`src/hdl/ialu_pkg.sv`:
```
// Shared types and constants for the indexed array list engine.
`timescale 1ns / 1ps
package ialu_pkg;

	localparam int OP_W   = 3;
	localparam int POS_W  = 9;
	localparam int DATA_W = 32;

	typedef enum logic [OP_W-1:0] {
		OP_APPEND = 3'd0,
		OP_INSERT = 3'd1,
		OP_POP    = 3'd2,
		OP_REMOVE = 3'd3,
		OP_READ   = 3'd4
	} opcode_t;

	typedef enum logic [2:0] {
		CMD_HOLD,
		CMD_INSERT,
		CMD_REMOVE,
		CMD_LOAD,
		CMD_SHIFT
	} cell_cmd_t;

	typedef struct packed {
		cell_cmd_t                 cmd;
		logic signed [DATA_W-1:0] value;
	} cell_ctrl_t;

	typedef enum logic {
		ST_IDLE,
		ST_READ
	} state_t;

endpackage

```
`src/hdl/ialu_cell.sv`:
```
// One list cell: a stored element plus a read lane that shifts toward the head.
`timescale 1ns / 1ps
module ialu_cell #(
	parameter int IDX_W = 9,
	parameter int INDEX = 0
) (
	input  logic                                clk,
	input  ialu_pkg::cell_ctrl_t                ctrl,
	input  logic [IDX_W-1:0]                    pos,
	input  logic signed [ialu_pkg::DATA_W-1:0]  prev_data,
	input  logic signed [ialu_pkg::DATA_W-1:0]  next_data,
	input  logic signed [ialu_pkg::DATA_W-1:0]  next_lane,
	output logic signed [ialu_pkg::DATA_W-1:0]  data,
	output logic signed [ialu_pkg::DATA_W-1:0]  lane
);
	import ialu_pkg::*;

	localparam logic [IDX_W-1:0] MY_IDX = IDX_W'(INDEX);

	logic signed [DATA_W-1:0] data_q;
	logic signed [DATA_W-1:0] lane_q;

	// Shift elements for insert/remove; load or advance the read lane
	always_ff @(posedge clk) begin
		unique case (ctrl.cmd)
			CMD_INSERT: begin
				if (MY_IDX == pos) begin
					data_q <= ctrl.value;
				end else if (MY_IDX > pos) begin
					data_q <= prev_data;
				end
			end
			CMD_REMOVE: begin
				if (MY_IDX >= pos) begin
					data_q <= next_data;
				end
			end
			CMD_LOAD: begin
				lane_q <= data_q;
			end
			CMD_SHIFT: begin
				lane_q <= next_lane;
			end
			default: begin
			end
		endcase
	end

	assign data = data_q;
	assign lane = lane_q;

endmodule

```
`config.mk`:
```
export PLATFORM = sky130hd
export DESIGN_NAME = ialu_cell
export DESIGN_NICKNAME = d
export VERILOG_FILES = /design/src/hdl/ialu_pkg.sv /design/src/hdl/ialu_cell.sv
export SDC_FILE = /design/constraint.sdc
export NUM_CORES = 1
export LEC_CHECK = 0
export BUFFER_PORTS_ARGS = -buffer_cell sky130_fd_sc_hd__clkbuf_2
export CAP_MARGIN = 20
export CORE_MARGIN = 10
export CORE_UTILIZATION = 39
export DETAILED_ROUTE_END_ITERATION = 8
export MAX_ROUTING_LAYER = met4
export PLACE_DENSITY = 0.8
export SLEW_MARGIN = 10
export SYNTH_ARGS = -nofsm -noshare
export SYNTH_HDL_FRONTEND = slang
export SYNTH_SLANG_ARGS = --single-unit
```
`constraint.sdc`:
```
create_clock -name clk -period 7.6 [get_ports clk]
set_input_delay 1.52 -clock clk [delete_from_list [all_inputs] [get_ports clk]]
set_output_delay 1.52 -clock clk [all_outputs]
set_load 0.05 [all_outputs]
```
==> impl_metrics.py, run 1 <==
metrics = {
    "worst_hold_path": {
        "hp-class": "register to register",
    },
    "setup_path": {
        "endpoint": "data[15]",
        "reg2reg_depth": 1,
        "crit_arrival_ns": 3.30,
        "cp_max_fo": 32,
        "worstSetupPathType": "input pin to register",
        "slowest_delay_ns": 1.14,
        "slowest_stage": "or4_2",
        "rrSetupSlack_ns": 6.62,
        "cp-startpoint": "pos[4]",
        "cp.required_ns": 7.64,
        "rr_endpoint": "lane[23]",
        "worstSetupEndpointType": "register",
        "reg2reg_from": "data[23]",
        "crit_chain": "clkbuf_2 > or4_2 > o31ai_2 > a31oi_1",
        "critPathLaunchType": "input pin",
    },
    "clocking": {
        "hold_buffers": 0,
        "cts_resized": 0,
        "cts.reportedPaths.clkPinSlew_ns": 0.07,
        "insertion_delay_ns": 0.34,
        "postCtsSetupBuffers": 0,
        "clock_path_buffers": 2,
        "numClockSinks": 64,
        "cts-buffers-inserted": 9,
        "cts-root-buf": "clkbuf_8",
        "h-tree-depth": 3,
        "cts_tree": "done",
    },
    "place": {
        "portBuffers": 204,
        "gp_congestion": 0.898,
        "dpl.hpwl_um": 9460,
        "dp_slack_ns": 3.95,
    },
    "job": {
        "maxCapViolCount": 0,
    },
    "grt": {
        "grtUsageTotal": 0.190,
        "grt_pass1_vias": 3437,
        "grt_start_max_net_pins": 65,
        "grt_pass1_wl_um": 18800,
        "antenna_found_initial": 0,
        "grt.overflow.total": 0,
    },
    "sta": {
        "relSlewSlack": 0.326,
        "fmaxAchievable_mhz": 307,
        "period_share": 0.428,
        "fin_skew_ns": 0.00736,
        "hold_viol": 0,
        "setup_tns_ns": 0,
        "tightest_slew_ns": 1.01,
        "setup_viol": 0,
        "min_period_ns": 3.25,
        "fin_ws_ns": 4.35,
        "drv_slew": 0,
        "grt_setup_unrepaired": "no",
    },
    "layout": {
        "syn_to_final_growth_pct": 38.1,
        "diodes": 0,
        "drive_above_1_share": 0.636,
        "fill_cells": 783,
        "final_nets": 600,
    },
    "power": {
        "powerDensity_nw_per_um2": 175,
        "ir_drop_mv": 0.0839,
        "p_leak_nw": 1.93,
    },
    "die": {
        "chipWidth_um": 114,
        "die_h_um": 114,
        "start_util": 0.397,
        "die_area_um2": 13000,
        "core_area_um2": 8640,
        "rows": 34,
        "ios": 205,
    },
    "logic_synthesis": {
        "synth_ff_type": "edfxtp_1",
        "ys_top_cells_by_count": "edfxtp_1, nor2_1, a31oi_1, mux2_2, nand4_1",
        "ys_types": 22,
        "ys_seq_area_frac": 0.560,
        "synth_cells": 268,
        "yosysWarnings": 0,
        "synth_area_um2": 3430,
        "async_reset_ff_frac": 0,
        "yosysTopAreaCell": "edfxtp_1",
        "synth_edf_count": 64,
        "synth.most_common_cell": "edfxtp_1",
        "synthTopCellsByArea": "edfxtp_1, o31ai_2, mux2_2",
        "yosys.area.top_type_share": 0.560,
        "syn_area_per_cell_um2": 12.8,
        "syn-num-nets": 409,
        "ys_seq_elements": 64,
    },
    "route": {
        "drc": 0,
        "wl_per_cell_um": 22.2,
        "first_pass_iters": 4,
        "vias": 3144,
        "ant_nets": 0,
        "drtIter0Drc": 207,
        "wl_um": 12700,
        "viasPerCell": 5.50,
    },
    "status": {
        "outcome": "finished, final reports clean",
    },
}
-- final cells by class --
class,instances,area (µm²),share of cell area
flip-flops and latches,64,1920,0.405
repair buffers,211,1070,0.226
well taps,108,135,0.0285
clock inverters,4,68.8,0.0145
clock buffers,12,135,0.0285
multi-input cells,173,1410,0.297
-- critical path: cells and delay by family --
family                 cells  cell delay [ns]
AND/OR/NAND/NOR            1             1.14
AO/OA/AOI/OAI              2             0.51
buffers and inverters      1             0.11
-- stage by stage --
stage	instances	utilization	hold WS, ns	power [mW]	cell area [µm²]
4_1_cts	572	0.549	0.583	0.835	4740
6_report	572	0.549	0.586	0.828	4740
3_5_place_dp	556	0.525	0.565	0.522	4540
5_1_grt	572	0.549	0.615	0.859	4740
2_1_floorplan	268	-	0.954	0.467	3430
3_3_place_gp	556	0.525	0.560	0.518	4540
-- cell usage in the layout, fill, tap and decap left out, types with 2 or more instances in the layout --
cell | synthesis | final
clkbuf_8 | 0 | 9
edfxtp_1 | 64 | 64
nor2_1 | 33 | 32
o31ai_1 | 2 | 2
buf_4 | 0 | 7
bufinv_16 | 0 | 2
o31ai_2 | 30 | 30
clkbuf_2 | 0 | 204
mux2_2 | 32 | 32
clkbuf_1 | 20 | 3
a31oi_1 | 32 | 32
nand2_1 | 2 | 2
nand4_1 | 32 | 32
-- logic make-up after synthesis --
kind of cell / count (synthesis) / synth area share
AND/OR/NAND/NOR: 75 / 0.116
AO/OA/AOI/OAI: 65 / 0.174
flip-flops: 64 / 0.560
multiplexers: 32 / 0.105
buffers and inverters: 31 / 0.0427
XOR/XNOR: 1 / 0.00255
-- sequential cells by signal, summed over array words and instances (netlist names) --
| register | count |
|---|---|
| data | 32 |
| lane | 32 |
-- where the power goes --
group / internal [mW] / switching, mW / total [mW]
registers: 0.395 / 0.00124 / 0.397
clock network: 0.184 / 0.130 / 0.314
logic: 0.0481 / 0.0691 / 0.117
total: 0.627 / 0.200 / 0.828
-- metal layers --
| metal | global-route usage | vias up | wire length, µm | share of wire |
|---|---|---|---|---|
| li1 | - | 1468 | - | - |
| met1 | 0.198 | 1497 | 4480 | 0.35 |
| met2 | 0.333 | 157 | 6840 | 0.54 |
| met3 | 0.0588 | 22 | 1120 | 0.088 |
| met4 | 0.0652 | 0 | 284 | 0.022 |
| met5 | - | - | 0 | 0 |
-- worst min path at each step --
stage,depth (start not counted),end,slack [ns],from
finish,1,lane[30],0.59,data[30]
global route,1,lane[29],0.62,data[29]
CTS,1,lane[5],0.58,data[5]
detailed placement,1,lane[5],0.56,data[5]
global placement,1,lane[29],0.56,data[29]
floorplan,1,lane[22],0.95,data[22]
(Power assumes the default switching activity.)
==> inputs of run 2 (changes only) <==
clock period = 3.05 ns   (was 7.6 ns; I/O delays follow)
==> run 2 against run 1 <==
  * Non-clock buffer count up 2
  * Clock power is 120% higher
  * Largest cell class unchanged
  * Worst setup slack got worse by 3.3 ns
  * Die area is the same
  * Critical path type unchanged
==> impl_metrics.py, run 2 (synthesis results as in run 1) <==
metrics = {
    "status": {
        "outcome": "finished, final reports clean",
    },
    "route": {
        "wl_per_cell_um": 21.6,
        "viasPerCell": 5.43,
        "drc": 0,
        "vias": 3113,
        "drtIter0Drc": 213,
        "ant_nets": 0,
        "wl_um": 12400,
        "first_pass_iters": 4,
    },
    "place": {
        "gp_congestion": 0.910,
        "placed_cells": 558,
        "placed_cell_area_um2": 4570,
        "portBuffers": 204,
        "dpl.hpwl_um": 9370,
    },
    "layout": {
        "syn_to_final_growth_pct": 38.4,
        "stdcell_area_um2": 4750,
        "mostFrequentLayoutCell": "clkbuf_2",
        "final_nets": 602,
        "fin_cells": 573,
        "diodes": 0,
        "mostFrequentLayoutCells": "clkbuf_2, edfxtp_1",
        "drive_above_1_share": 0.641,
    },
    "sta": {
        "drv_slew": 0,
        "period_share": 0.668,
        "hold_viol": 0,
        "relSlewSlack": 0.350,
        "setup_tns_ns": 0,
        "fmaxAchievable_mhz": 491,
        "grt_setup_unrepaired": "no",
        "fin_skew_ns": 0.0143,
        "min_period_ns": 2.04,
        "tightest_slew_ns": 0.975,
        "setup_viol": 0,
    },
    "grt": {
        "grt_pass1_vias": 3428,
        "antenna_found_initial": 0,
        "grtUsageTotal": 0.190,
        "grt_start_max_net_pins": 39,
        "grt_pass1_wl_um": 18700,
        "grt.overflow.total": 0,
    },
    "setup_path": {
        "critPathLaunchType": "input pin",
        "reg2reg_depth": 1,
        "crit_chain": "clkbuf_2 > or4_2 > buf_4 > o31ai_2 > a31oi_1",
        "worstSetupPathType": "input pin to register",
        "crit_family": "simple AND/OR/NAND/NOR gates",
        "reg2reg_from": "data[0]",
        "path_buf_inv": 2,
        "cp-startpoint": "pos[4]",
        "rr_endpoint": "lane[0]",
        "slowest_delay_ns": 0.65,
        "crit_arrival_ns": 2.11,
        "worstSetupEndpointType": "register",
        "cp_max_fo": 32,
        "endpoint": "data[5]",
        "slowest_stage": "or4_2",
        "cp.required_ns": 3.12,
        "rrSetupSlack_ns": 2.07,
        "cp.depth": 5,
    },
    "clocking": {
        "h-tree-depth": 3,
        "numClockSinks": 64,
        "cts_tree": "done",
        "cts_resized": 0,
        "cts-buffers-inserted": 9,
        "insertion_delay_ns": 0.35,
        "cts.reportedPaths.clkPinSlew_ns": 0.08,
        "hold_buffers": 0,
        "clock_path_buffers": 2,
        "cts-root-buf": "clkbuf_8",
        "postCtsSetupBuffers": 0,
    },
    "power": {
        "powerDensity_nw_per_um2": 415,
        "ir_drop_mv": 0.174,
        "p_leak_nw": 1.94,
    },
    "die": {
        "die_area_um2": 13000,
        "ios": 205,
        "die_h_um": 114,
        "rows": 34,
        "chipWidth_um": 114,
        "core_area_um2": 8640,
        "start_util": 0.397,
    },
    "worst_hold_path": {
        "hp-class": "input pin to register",
        "worstHoldStart": "next_lane[16]",
    },
    "job": {
        "maxCapViolCount": 0,
    },
}
-- run 2: how the worst min path moves through the flow --
stage / slack [ns] / to / cells past startpoint
floorplan: 0.83 / lane[22] / 1
global placement: 0.56 / lane[13] / 1
detailed placement: 0.57 / lane[29] / 1
CTS: 0.55 / lane[29] / 2
global route: 0.55 / lane[8] / 2
finish: 0.56 / lane[16] / 2
-- run 2: layout make-up --
class	instances	area (µm²)
Clock buffer	10	128
Clock inverter	5	48.8
Fill cell	780	3890
Multi-Input combinational cell	173	1420
Sequential cell	64	1920
Tap cell	108	135
Timing Repair Buffer	213	1100
-- run 2: layer usage --
metal,track usage,wire [µm]
met5,-,0
met4,0.0844,341
met3,0.0441,842
met2,0.333,6650
met1,0.198,4570
-- run 2: metrics by stage --
step                hold slack (ns)  utilization  total power, mW  setup WS (ns)
global route                  0.554        0.550             2.04          0.930
floorplan                     0.831            -             1.16          0.179
global placement              0.557        0.530             1.29          0.690
detailed placement            0.568        0.530             1.30          0.650
CTS                           0.550        0.550             1.99           1.03
finish                        0.562        0.550             1.97           1.01
-- run 2: power by group --
group	total [mW]	internal [mW]	leakage, nW	switching (mW)
registers	0.988	0.985	0.594	0.00306
logic	0.295	0.123	1.25	0.172
clock network	0.689	0.366	0.0933	0.323
total	1.97	1.47	1.94	0.498
